[src/sv/blpi_pkg.sv]
package blpi_pkg;

  // Default list depth.
  localparam int unsigned CAPACITY_DEF = 16;

  // Fixed field widths of the command and result channels.
  localparam int unsigned CMD_W     = 2;
  localparam int unsigned VAL_W     = 32;
  localparam int unsigned POS_W     = 4;
  localparam int unsigned STAT_W    = 2;
  localparam int unsigned CNT_OUT_W = 5;

  // Command codes.
  typedef logic [CMD_W-1:0] cmd_t;
  localparam cmd_t CMD_INS_FRONT = 2'd0;
  localparam cmd_t CMD_APPEND    = 2'd1;
  localparam cmd_t CMD_REMOVE    = 2'd2;
  localparam cmd_t CMD_INS_POS   = 2'd3;

  // Result status codes.
  typedef logic [STAT_W-1:0] status_t;
  localparam status_t ST_DONE   = 2'd0;
  localparam status_t ST_FULL   = 2'd1;
  localparam status_t ST_EMPTY  = 2'd2;
  localparam status_t ST_BADPOS = 2'd3;

  // Commands from the controller to the datapath.
  typedef struct packed {
    logic    load;          // capture value, target index and shift index
    logic    rd_last;       // read the last entry and drop it from the count
    logic    shift_rd;      // read the entry below the shift index
    logic    shift_wr;      // write that entry one place up, step the index down
    logic    place;         // write the new value at the target index
    logic    respond;       // launch a result transfer
    status_t resp_status;   // status of that result
    logic    resp_removed;  // result carries the value just read
  } dp_ctrl_t;

  // Status from the datapath to the controller.
  typedef struct packed {
    logic is_remove;   // incoming command is a remove
    logic empty;       // list holds no entries
    logic bad_pos;     // positional insert at or beyond the count
    logic full;        // list holds CAPACITY entries
    logic need_shift;  // entries remain to move up before the gap is open
  } dp_stat_t;

endpackage

[src/sv/blpi_ctrl.sv]
module blpi_ctrl (
  input  logic              clk,
  input  logic              rst_n,
  input  logic              start,
  input  blpi_pkg::dp_stat_t stat,
  output blpi_pkg::dp_ctrl_t ctrl,
  output logic              busy
);

  localparam logic [1:0] S_IDLE     = 2'd0;
  localparam logic [1:0] S_SHIFT_RD = 2'd1;
  localparam logic [1:0] S_SHIFT_WR = 2'd2;
  localparam logic [1:0] S_FIN_RM   = 2'd3;

  logic [1:0] state_r;
  logic [1:0] state_nxt;

  // State register.
  always_ff @(posedge clk) begin
    if (!rst_n) begin
      state_r <= S_IDLE;
    end else begin
      state_r <= state_nxt;
    end
  end

  // Sequencing of commands into datapath steps.
  always_comb begin
    state_nxt = state_r;
    ctrl      = '0;
    unique case (state_r)
      S_IDLE: begin
        if (start) begin
          priority if (stat.is_remove && stat.empty) begin
            ctrl.respond     = 1'b1;
            ctrl.resp_status = blpi_pkg::ST_EMPTY;
          end else if (stat.is_remove) begin
            ctrl.rd_last = 1'b1;
            state_nxt    = S_FIN_RM;
          end else if (stat.bad_pos) begin
            ctrl.respond     = 1'b1;
            ctrl.resp_status = blpi_pkg::ST_BADPOS;
          end else if (stat.full) begin
            ctrl.respond     = 1'b1;
            ctrl.resp_status = blpi_pkg::ST_FULL;
          end else begin
            ctrl.load = 1'b1;
            state_nxt = S_SHIFT_RD;
          end
        end
      end
      S_SHIFT_RD: begin
        if (stat.need_shift) begin
          ctrl.shift_rd = 1'b1;
          state_nxt     = S_SHIFT_WR;
        end else begin
          ctrl.place       = 1'b1;
          ctrl.respond     = 1'b1;
          ctrl.resp_status = blpi_pkg::ST_DONE;
          state_nxt        = S_IDLE;
        end
      end
      S_SHIFT_WR: begin
        ctrl.shift_wr = 1'b1;
        state_nxt     = S_SHIFT_RD;
      end
      S_FIN_RM: begin
        ctrl.respond      = 1'b1;
        ctrl.resp_removed = 1'b1;
        ctrl.resp_status  = blpi_pkg::ST_DONE;
        state_nxt         = S_IDLE;
      end
      default: begin
        state_nxt = S_IDLE;
      end
    endcase
  end

  assign busy = (state_r != S_IDLE);

endmodule

[src/sv/blpi_dp.sv]
module blpi_dp #(
  parameter int unsigned CAPACITY = blpi_pkg::CAPACITY_DEF
) (
  input  logic                                clk,
  input  logic                                rst_n,
  input  logic [blpi_pkg::CMD_W-1:0]          in_cmd,
  input  logic signed [blpi_pkg::VAL_W-1:0]   in_value,
  input  logic [blpi_pkg::POS_W-1:0]          in_position,
  input  blpi_pkg::dp_ctrl_t                  ctrl,
  output blpi_pkg::dp_stat_t                  stat,
  output logic                                out_strobe,
  output logic [blpi_pkg::STAT_W-1:0]         out_status,
  output logic signed [blpi_pkg::VAL_W-1:0]   out_removed_value,
  output logic [blpi_pkg::CNT_OUT_W-1:0]      out_count
);

  localparam int unsigned AW   = $clog2(CAPACITY);
  localparam int unsigned CW   = $clog2(CAPACITY + 1);
  localparam int unsigned CMPW = (CW > blpi_pkg::POS_W) ? CW : blpi_pkg::POS_W;

  // Entry store: one write and one registered read per cycle.
  logic [blpi_pkg::VAL_W-1:0] mem [CAPACITY];
  logic [blpi_pkg::VAL_W-1:0] rdata_r;

  logic [CW-1:0]                  count_r;
  logic [CW-1:0]                  count_nxt;
  logic [CW-1:0]                  idx_r;
  logic [CW-1:0]                  tgt_r;
  logic [blpi_pkg::VAL_W-1:0]     value_r;
  logic [CW-1:0]                  tgt_in;

  logic                           rd_en;
  logic [AW-1:0]                  rd_addr;
  logic                           wr_en;
  logic [AW-1:0]                  wr_addr;
  logic [blpi_pkg::VAL_W-1:0]     wr_data;

  logic                           out_strobe_r;
  blpi_pkg::status_t              out_status_r;
  logic [blpi_pkg::VAL_W-1:0]     out_removed_r;
  logic [blpi_pkg::CNT_OUT_W-1:0] out_count_r;

  // Decode of the incoming command against the current fill.
  always_comb begin
    stat.is_remove  = (in_cmd == blpi_pkg::CMD_REMOVE);
    stat.empty      = (count_r == '0);
    stat.bad_pos    = (in_cmd == blpi_pkg::CMD_INS_POS) &&
                      (CMPW'(in_position) >= CMPW'(count_r));
    stat.full       = (count_r == CW'(CAPACITY));
    stat.need_shift = (idx_r > tgt_r);
  end

  // Index at which the new value lands.
  always_comb begin
    unique case (in_cmd)
      blpi_pkg::CMD_INS_FRONT: tgt_in = '0;
      blpi_pkg::CMD_APPEND:    tgt_in = count_r;
      blpi_pkg::CMD_INS_POS:   tgt_in = CW'(in_position);
      default:                 tgt_in = '0;
    endcase
  end

  // Count after this step.
  always_comb begin
    count_nxt = count_r;
    if (ctrl.rd_last) begin
      count_nxt = count_r - 1'b1;
    end else if (ctrl.place) begin
      count_nxt = count_r + 1'b1;
    end
  end

  // Memory port selection.
  assign rd_en   = ctrl.rd_last | ctrl.shift_rd;
  assign rd_addr = ctrl.rd_last ? AW'(count_r - 1'b1) : AW'(idx_r - 1'b1);
  assign wr_en   = ctrl.shift_wr | ctrl.place;
  assign wr_addr = ctrl.shift_wr ? idx_r[AW-1:0] : tgt_r[AW-1:0];
  assign wr_data = ctrl.shift_wr ? rdata_r : value_r;

  always_ff @(posedge clk) begin
    if (wr_en) begin
      mem[wr_addr] <= wr_data;
    end
    if (rd_en) begin
      rdata_r <= mem[rd_addr];
    end
  end

  // Fill count.
  always_ff @(posedge clk) begin
    if (!rst_n) begin
      count_r <= '0;
    end else begin
      count_r <= count_nxt;
    end
  end

  // Insert context: value, target and the index of the gap being opened.
  always_ff @(posedge clk) begin
    if (ctrl.load) begin
      value_r <= in_value;
      tgt_r   <= tgt_in;
      idx_r   <= count_r;
    end else if (ctrl.shift_wr) begin
      idx_r   <= idx_r - 1'b1;
    end
  end

  // Result register; the strobe marks a one-cycle transfer.
  always_ff @(posedge clk) begin
    if (!rst_n) begin
      out_strobe_r <= 1'b0;
    end else begin
      out_strobe_r <= ctrl.respond;
    end
  end

  always_ff @(posedge clk) begin
    if (ctrl.respond) begin
      out_status_r  <= ctrl.resp_status;
      out_removed_r <= ctrl.resp_removed ? rdata_r : '0;
      out_count_r   <= blpi_pkg::CNT_OUT_W'(count_nxt);
    end
  end

  assign out_strobe        = out_strobe_r;
  assign out_status        = out_status_r;
  assign out_removed_value = out_removed_r;
  assign out_count         = out_count_r;

endmodule

[src/sv/bounded_list_with_positional_insert.sv]
// Channel   | Ports                                        | Transfer
// ----------+----------------------------------------------+---------------------------
// command   | start, busy, in_cmd, in_value, in_position   | edge with start & !busy
// result    | out_strobe, out_status, out_removed_value,   | every cycle out_strobe is
//           | out_count                                    | high, cannot be held off
//
// Errors (full, empty, bad position) give their result in the cycle after the transfer.
// Remove last reads the last entry from memory, then returns it as the result.
// An insert moves one entry of the entry memory up per read/write pair until the gap
// at the target index is open, then writes the new value there.
// Reset clears the count and the control; the entry memory is not cleared.
// busy stays high from an insert or remove transfer to the cycle its result appears.
module bounded_list_with_positional_insert #(
  parameter int unsigned CAPACITY = blpi_pkg::CAPACITY_DEF
) (
  input  logic                              clk,
  input  logic                              rst_n,
  input  logic                              start,
  output logic                              busy,
  input  logic [blpi_pkg::CMD_W-1:0]        in_cmd,
  input  logic signed [blpi_pkg::VAL_W-1:0] in_value,
  input  logic [blpi_pkg::POS_W-1:0]        in_position,
  output logic                              out_strobe,
  output logic [blpi_pkg::STAT_W-1:0]       out_status,
  output logic signed [blpi_pkg::VAL_W-1:0] out_removed_value,
  output logic [blpi_pkg::CNT_OUT_W-1:0]    out_count
);

  blpi_pkg::dp_ctrl_t ctrl;
  blpi_pkg::dp_stat_t stat;

  // Command sequencer.
  blpi_ctrl u_ctrl (
    .clk   (clk),
    .rst_n (rst_n),
    .start (start),
    .stat  (stat),
    .ctrl  (ctrl),
    .busy  (busy)
  );

  // Entry store, count and result register.
  blpi_dp #(
    .CAPACITY (CAPACITY)
  ) u_dp (
    .clk               (clk),
    .rst_n             (rst_n),
    .in_cmd            (in_cmd),
    .in_value          (in_value),
    .in_position       (in_position),
    .ctrl              (ctrl),
    .stat              (stat),
    .out_strobe        (out_strobe),
    .out_status        (out_status),
    .out_removed_value (out_removed_value),
    .out_count         (out_count)
  );

endmodule

[config.mk]
export PLATFORM = sky130hd
export DESIGN_NAME = bounded_list_with_positional_insert
export DESIGN_NICKNAME = d
export VERILOG_FILES = /design/src/sv/blpi_pkg.sv /design/src/sv/blpi_ctrl.sv /design/src/sv/blpi_dp.sv /design/src/sv/bounded_list_with_positional_insert.sv
export SDC_FILE = /design/constraint.sdc
export NUM_CORES = 1
export LEC_CHECK = 0
export BUFFER_PORTS_ARGS = -buffer_cell sky130_fd_sc_hd__buf_2
export CORE_ASPECT_RATIO = 2
export CORE_MARGIN = 2
export CORE_UTILIZATION = 56
export DETAILED_ROUTE_END_ITERATION = 8
export GPL_TIMING_DRIVEN = 1
export HOLD_SLACK_MARGIN = 0.06
export PLACE_DENSITY = 0.81
export SYNTH_ARGS = -nofsm -noshare
export SYNTH_HDL_FRONTEND = slang
export SYNTH_HIERARCHICAL = 1
export SYNTH_SLANG_ARGS = --single-unit
[constraint.sdc]
create_clock -name clk -period 6.3 [get_ports clk]
set_input_delay 0.63 -clock clk [delete_from_list [all_inputs] [get_ports clk]]
set_output_delay 0.63 -clock clk [all_outputs]
set_load 0.05 [all_outputs]
# == Yosys cells after proc, flatten, opt, wreduce, memory -nomap -nowiden ==
# Memory sizes are Yosys's and may differ from the RTL's. A register that Yosys moved wholly into a read port is not among the register bits.
# Cells that the tools add are included.
# Widths: inputs -> output; s select.
# op_classes
addsub,3
n_lt_le_gt_ge,2
eq_ne,11
muxes,36
bitwise,2
reduce_logical,7
# ops
op,n
$mux 32,1
$mux 5,4
$mux 2,9
$mux 3,5
$mux 4,3
$mux 1,11
$pmux 5 s2,1
$sub 5x1->5 const B,2
$pmux 3 s3,1
$eq 2x2->1 const B,4
$pmux 2 s4,1
$ne 3x2->1 const B,2
$add 5x1->5 const B,1
$eq 5x5->1 const B,1
$ge 4x5->1,1
$gt 5x5->1,1
$logic_not 5->1,1
$eq 2x1->1 const B,2
$ne 2x2->1 const B,2
$reduce_and 4->1,1
$reduce_bool 2->1,2
$logic_and 1x1->1,2
$logic_not 2->1,1
$or 1x1->1,2
# totals
ff_bits,89
ram_bits,512
input_bits,41
out_inout_bits,41
word_cells,71
n_memories,1
# mem_list
name,words,word_bits,rd,rd_ports_with_merged_regs,write_ports,line,rtl
u_dp.mem,16,32,1,1,1,blpi_dp.sv:22,logic [blpi_pkg::VAL_W-1:0] mem [CAPACITY];

# == Depth between registers and ports, before layout ==
# Gate-level depths: netlist of the first run.
# depth
ltp_word,8
ltp_mapped,15
mapped_depth_nobuf,14

# == Hierarchy ==
# The synthesis of the first run kept the hierarchy.
# by_module_without_submodules
module,instances,cells_each,area_per_inst_um2
blpi_dp,1,1082,24168.2
blpi_ctrl,1,27,210.2

# == Worst setup path before layout of the first run ==
# No wires, ideal clock.
# synth_timing
path_type,in2reg
startpoint,in in_position[0] (netlist name)
endpoint,reg u_dp.idx_r[0] (enable)
setup_time_ns,0.301
arrival_time_ns,5.876
t_required_ns,5.999
path_slack_ns,0.123
path_stages,10
path_buffers,1
cell_sequence,inv_1 -> ha_1 -> nand2b_1 -> a21o_1 -> a21o_1 -> a21oi_1 -> nor3_1 -> nor4_1 -> clkbuf_1 -> or2_2
# synth_rtl
item,line,rtl
"start, declared",bounded_list_with_positional_insert.sv:22,"input logic [blpi_pkg::POS_W-1:0] in_position,"
"end signal, assigned",blpi_dp.sv:103,idx_r <= count_r;
"end signal, assigned",blpi_dp.sv:105,idx_r <= idx_r - 1'b1;
"end, declared",blpi_dp.sv:27,logic [CW-1:0] idx_r;

==> flow_metrics.env, run 1 <==
export IMPL_grt_max_degree=58
export IMPL_path_clk_slew_ps=70
export IMPL_rsz0062_at_grt="false"
export IMPL_synth_seq_cells=633
export IMPL_nFillCells=2776
export IMPL_grt_pass1_wl_um=81200
export IMPL_hold_class="in2reg"
export IMPL_syn_area_um2=24400
export IMPL_vias_per_cell=6.63
export IMPL_synth_area_leaders="edfxtp_1 (77%), mux4_2 (12%), mux2_2 (1.5%)"
export IMPL_hold_buffers=0
export IMPL_antenna_left=0
export IMPL_r2r_cells=11
export IMPL_synthTopCellsByCount="edfxtp_1 (625), mux4_2 (126), and2_1 (39)"
export IMPL_period_minus_slack_ps=4700
export IMPL_overflow=0
export IMPL_synth_cell_types=55
export IMPL_syn_instance_count=1109
export IMPL_die_area_um2=45300
export IMPL_ir_drop_uv=223
export IMPL_cts_tree="built"
export IMPL_num_antenna_cells=0
export IMPL_outcome="finished clean"
export IMPL_ctsRootBufferMaster="clkbuf_16"
export IMPL_hold_depth=1
export IMPL_synthArstFlopShare_pct=0
export IMPL_clk_latency_ps=580
export IMPL_hp_start="in_value[15]"
export IMPL_drive_gt1_share_pct=31.2
export IMPL_ys_flop_type="edfxtp_1"
export IMPL_io_buffers=81
export IMPL_crit_chain="inv_1, ha_1, and3_1, nor2b_1, and2b_1, and3_1, mux2i_4, buf_12, mux4_2, a22o_1, a221o_1"
export IMPL_skew_ps=24.4
export IMPL_cp_slowest_cell="mux2i_4"
export IMPL_max_cap_violations=0
export IMPL_postCtsSetupRepairBufs=0
export IMPL_grt_pass1_vias=12500
export IMPL_syn_area_per_cell_um2=22.0
export IMPL_setup_slack_ps=1600
export IMPL_place_congestion=0.801
export IMPL_htreeDepth=2
export IMPL_synthesis_nets=1162
export IMPL_drt_iter0_markers=1226
export IMPL_nets=1277
export IMPL_synth_area_leader_cell="edfxtp_1"
export IMPL_dieHeight_um=299
export IMPL_die_w_um=152
export IMPL_dr_pass1_iters=5
export IMPL_initial_core_util_pct=56.4
export IMPL_r2r_end="u_dp/rdata_r[18]"
export IMPL_clkSinkCount=633
export IMPL_whs_endpoint="u_dp/value_r[15]"
export IMPL_max_freq_ghz=0.213
export IMPL_cp_common_cell="and3_1"
export IMPL_post_drt_wl_per_cell_um=30.4
export IMPL_yosys_warnings=6
export IMPL_setup_viol=0
export IMPL_cts_buffer_depth=3
export IMPL_grt_usage_pct=25.1
export IMPL_max_stage_delay_ps=1060
export IMPL_finalSetupTns_ps=0
export IMPL_yosys_area_top_type_share_pct=77.0
export IMPL_placementRows=108
export IMPL_fin_hold_ws_ps=219
export IMPL_cts_resized=0
export IMPL_synth_edf_count=625
export IMPL_r2r_slack_ps=1600
export IMPL_arrival_ps=5030
export IMPL_area_delta_synth_final_pct=12.5
export IMPL_drc=0
export IMPL_preCtsSetupSlack_ps=1640
export IMPL_hold_violations=0
export IMPL_leakage_nw=8.86
export IMPL_ys_seq_area_share_pct=77.6
export IMPL_p_per_area_nw_per_um2=355
export IMPL_maxSlewHeadroom_pct=19.5
export IMPL_tightest_slew_ps=1180
export IMPL_vias=12000
export IMPL_worstSetupEndpointType="register"
export IMPL_worstSetupPathType="reg2reg"
export IMPL_critPathRequiredTime_ps=6640
export IMPL_num_io_pins=82
export IMPL_antenna_found_initial=1
export IMPL_r2r_start="u_dp/count_r[0]"
export IMPL_cts_buffers=49
export IMPL_final_util_pct=63.4
export IMPL_slew_violations=0
export IMPL_coreArea_um2=43200
export IMPL_critPathLaunchType="register"
export IMPL_worstPathMaxFanout=40
export IMPL_hpwl_um=29200
export IMPL_wl_um=55200
export IMPL_yosysMostFrequentCell="edfxtp_1"
export IMPL_finalCritPeriodShare_pct=74.6
[layout by cell type (no fill, tap or decap), drive strengths merged, types with 3 or more instances in the layout]
| master | count |
|---|---|
| dfxtp | 8 |
| ha | 12 |
| mux2 | 32 |
| inv | 20 |
| a32oi | 3 |
| nor4 | 3 |
| o21ai | 6 |
| nor2 | 31 |
| clkinv | 19 |
| nand2 | 10 |
| a22oi | 3 |
| a31oi | 4 |
| mux4 | 128 |
| a21oi | 7 |
| a22o | 32 |
| a221o | 32 |
| buf | 118 |
| mux2i | 9 |
| and3 | 6 |
| and2 | 40 |
| edfxtp | 625 |
| xor2 | 3 |
| nor2b | 8 |
| xnor2 | 4 |
| clkinvlp | 8 |
| bufinv | 10 |
| nor3 | 6 |
| clkbuf | 53 |
[through the flow]
stage | power (mW) | instances | cell area [µm²]
floorplan | 6.05 | 1109 | 24400
global placement | 6.37 | 1723 | 25700
detailed placement | 6.43 | 1723 | 25700
CTS | 9.76 | 1815 | 27400
global route | 9.98 | 1815 | 27400
finish | 9.73 | 1815 | 27400
[logic make-up (layout without fill, tap and decap cells)]
| kind of cell | after synthesis | in the layout | synth area share, % |
|---|---|---|---|
| xor gates and xnor gates | 7 | 7 | 0.251 |
| muxes | 169 | 169 | 13.7 |
| DFF | 633 | 633 | 77.6 |
| AOI/OAI and AO/OA | 98 | 98 | 3.45 |
| and+or+nand+nor | 118 | 118 | 2.74 |
| buffers and inverters | 72 | 228 | 1.59 |
| adders and majority gates | 12 | 12 | 0.616 |
[metal layers]
metal,global-route usage (%),share of wire (%),up-vias
met5,0,0,-
met4,11.4,4.7,0
met3,3.36,8.4,160
met2,43.4,53,771
met1,31.6,34,6235
li1,-,-,4859
[flip-flops by register name, summed over array words and instances, names as in the netlist]
signal,cells
u_dp/count_r,5
u_dp/value_r,32
u_ctrl/state_r,2
u_dp/out_strobe,1
u_dp/rdata_r,32
u_dp/tgt_r,5
u_dp/idx_r,5
u_dp/out_status,2
u_dp/out_removed_value,32
u_dp/mem,512
u_dp/out_count,5
[cell type report]
class	count	area [µm²]	share of cell area [%]
clock buffer	53	1280	4.68
clock inverter	39	478	1.74
inverter	18	67.6	0.246
multi-input combinational	404	5250	19.1
sequential	633	18900	69.0
tap	550	688	2.51
timing repair buffer	118	733	2.67
[worst max-delay path: cells and delay by family (launching register included)]
family / cells / cell delay [ps]
fa+ha+maj: 1 / 260
flops: 1 / 580
compound gates: 2 / 520
buf+inv: 2 / 450
simple gates: 4 / 1170
mux: 2 / 1430
[where the power goes]
part           switching (mW)  leakage, nW  internal (mW)
Combinational           0.839         2.28          0.610
Clock                    1.48        0.846           1.90
Sequential             0.0583         5.74           4.84
[worst max-delay path by stage]
stage,slack (ps),start,to,depth (start not counted)
floorplan,120,in_position[0],u_dp/idx_r[0],10
global placement,1750,in_cmd[1],u_dp/rdata_r[15],9
detailed placement,1640,in_cmd[1],u_dp/rdata_r[15],9
CTS,1630,u_dp/count_r[0],u_dp/rdata_r[26],11
global route,1350,u_dp/count_r[0],u_dp/rdata_r[21],11
finish,1600,u_dp/count_r[0],u_dp/rdata_r[18],11
(Power assumes the default switching activity.)
==> run 2, diff against run 1 <==
==> constraint.sdc (replaced) <==
create_clock -name clk -period 4.1 [get_ports clk]
set_input_delay 0.41 -clock clk [delete_from_list [all_inputs] [get_ports clk]]
set_output_delay 0.41 -clock clk [all_outputs]
set_load 0.05 [all_outputs]
==> run 2 against run 1 <==
Die area stayed put. Routed wire length is 0.54% higher. Worst setup slack worse by 1300 ps. Combinational power is 58% higher. Design area is 1.7% higher. Flip-flop and latch count stayed put. Global-route usage is 0.079 points higher. Total power is 52% higher. Register-to-register slack worse by 1300 ps. Maximum frequency is 24% higher.
==> flow_metrics.env, run 2 (same netlist as run 1, synthesis figures left out) <==
export IMPL_outcome="finished clean"
export IMPL_die_w_um=152
export IMPL_internal_power_mw=11.2
export IMPL_vias_per_cell=6.53
export IMPL_antenna_left=0
export IMPL_setup_viol=0
export IMPL_worstSetupEndpointType="register"
export IMPL_drive_gt1_share_pct=29.7
export IMPL_clk_latency_ps=590
export IMPL_max_freq_ghz=0.265
export IMPL_slew_violations=0
export IMPL_leakage_nw=9.03
export IMPL_hold_class="in2reg"
export IMPL_hpwl_um=27700
export IMPL_largest_register_ffs=512
export IMPL_p_per_area_nw_per_um2=530
export IMPL_drt_iter0_markers=1665
export IMPL_die_area_um2=45300
export IMPL_ir_drop_uv=364
export IMPL_mostFrequentLayoutCells="edfxtp_1 (625), mux4_2 (126), buf_2 (81)"
export IMPL_maxSlewHeadroom_pct=28.2
export IMPL_wl_um=55500
export IMPL_initial_core_util_pct=56.4
export IMPL_num_io_pins=82
export IMPL_max_cap_violations=0
export IMPL_place_congestion=0.830
export IMPL_setup_slack_ps=322
export IMPL_worstSetupPathType="reg2reg"
export IMPL_cts_buffers=49
export IMPL_postCtsSetupRepairBufs=0
export IMPL_finalSetupTns_ps=0
export IMPL_p_sw_share_pct=24.3
export IMPL_fin_hold_ws_ps=152
export IMPL_cts_buffer_depth=3
export IMPL_clock_power_share_pct=33.6
export IMPL_dieHeight_um=299
export IMPL_skew_ps=31.4
export IMPL_area_delta_synth_final_pct=14.5
export IMPL_num_antenna_cells=0
export IMPL_cts_tree="built"
export IMPL_placementRows=108
export IMPL_antenna_found_initial=0
export IMPL_vias=12100
export IMPL_path_clk_slew_ps=70
export IMPL_nets=1311
export IMPL_grt_pass1_wl_um=82000
export IMPL_coreArea_um2=43200
export IMPL_arrival_ps=4090
export IMPL_grt_max_degree=59
export IMPL_tightest_slew_ps=1080
export IMPL_seq_power_share_pct=50.9
export IMPL_share_comb_of_total_power_pct=15.5
export IMPL_finalCritPeriodShare_pct=92.1
export IMPL_grt_usage_pct=25.2
export IMPL_io_buffers=81
export IMPL_critPathRequiredTime_ps=4410
export IMPL_grt_pass1_vias=12700
export IMPL_hold_violations=0
export IMPL_clkSinkCount=633
export IMPL_period_minus_slack_ps=3780
export IMPL_overflow=0
export IMPL_worstPathMaxFanout=22
export IMPL_critPathLaunchType="register"
export IMPL_ctsRootBufferMaster="clkbuf_16"
export IMPL_top_register="u_dp/mem"
export IMPL_htreeDepth=2
export IMPL_preCtsSetupSlack_ps=370
export IMPL_final_common_cell="edfxtp_1"
export IMPL_power_mw=14.8
export IMPL_switchingPower_mw=3.59
export IMPL_rsz0062_at_grt="false"
export IMPL_dr_pass1_iters=5
export IMPL_drc=0
export IMPL_post_drt_wl_per_cell_um=30.1
[run 2: changes by cell type in the layout (fill, tap and decap cells not counted)]
cell / before / now
inv_6: 2 / 1
nor4_2: 1 / 0
clkinv_16: 0 / 1
clkbuf_16: 51 / 50
dlygate4sd3_1: 0 / 32
buf_12: 4 / 23
clkinv_1: 5 / 4
nor4_4: 0 / 1
buf_4: 33 / 16
clkinv_4: 3 / 1
clkbuf_1: 2 / 11
clkinvlp_4: 8 / 1
bufinv_16: 10 / 8
[run 2: final cells by class]
type | count | area [µm²]
sequential | 633 | 18900
fill | 2706 | 15300
multi-input combinational | 404 | 5260
timing repair buffer | 152 | 1310
clock buffer | 61 | 1290
tap | 550 | 688
clock inverter | 27 | 365
inverter | 18 | 67.6
[run 2: worst paths after layout]
path / from / slack (ps) / endpoint / cells past startpoint
worst max-delay path: u_dp/count_r[1] / 320 / u_dp/rdata_r[31] / 12
worst min-delay path: rst_n / 150 / u_dp/count_r[4] / 2
worst max register to register: u_dp/count_r[1] / 320 / u_dp/rdata_r[31] / 12
worst min register to register: u_dp/rdata_r[0] / 540 / u_dp/out_removed_value[0] / 1
[run 2: worst max-delay path, cell delays in order, from the launching register on]
cell and delay (ps):
dfxtp_1 420, inv_1 130, ha_1 240, and3_1 180, nor2b_1 140, and2b_1 230, and3_1 240, mux2i_4 340
buf_12 260, buf_12 250, mux4_2 540, a22o_1 240, a221o_1 280
[run 2: power groups by stage]
stage	Clock, mW	Combinational [mW]	Sequential, mW
3_5_place_dp	0	2.25	7.66
5_1_grt	5.22	2.43	7.53
4_1_cts	5.01	2.30	7.52
6_report	4.97	2.29	7.52
2_1_floorplan	0	1.52	7.79
3_3_place_gp	0	2.19	7.65
[run 2: timing repair]
item,CTS,global route
resized for setup,0,0
hold buffers,32,0
hold endpoints to repair,32,0
[run 2: routing by layer]
layer	up-vias	track usage (%)	share of wire [%]
met3	164	3.84	8.4
met5	-	0	0
met2	761	44.1	53
met4	0	10.8	4.3
met1	6213	31.2	34
li1	4915	-	-
[run 2: through the flow]
| step | instances | utilization, % | instance area [µm²] |
|---|---|---|---|
| 2_1_floorplan | 1109 | - | 24400 |
| 3_3_place_gp | 1725 | 60.0 | 25900 |
| 3_5_place_dp | 1725 | 60.0 | 25900 |
| 4_1_cts | 1845 | 64.5 | 27900 |
| 5_1_grt | 1845 | 64.5 | 27900 |
| 6_report | 1845 | 64.5 | 27900 |
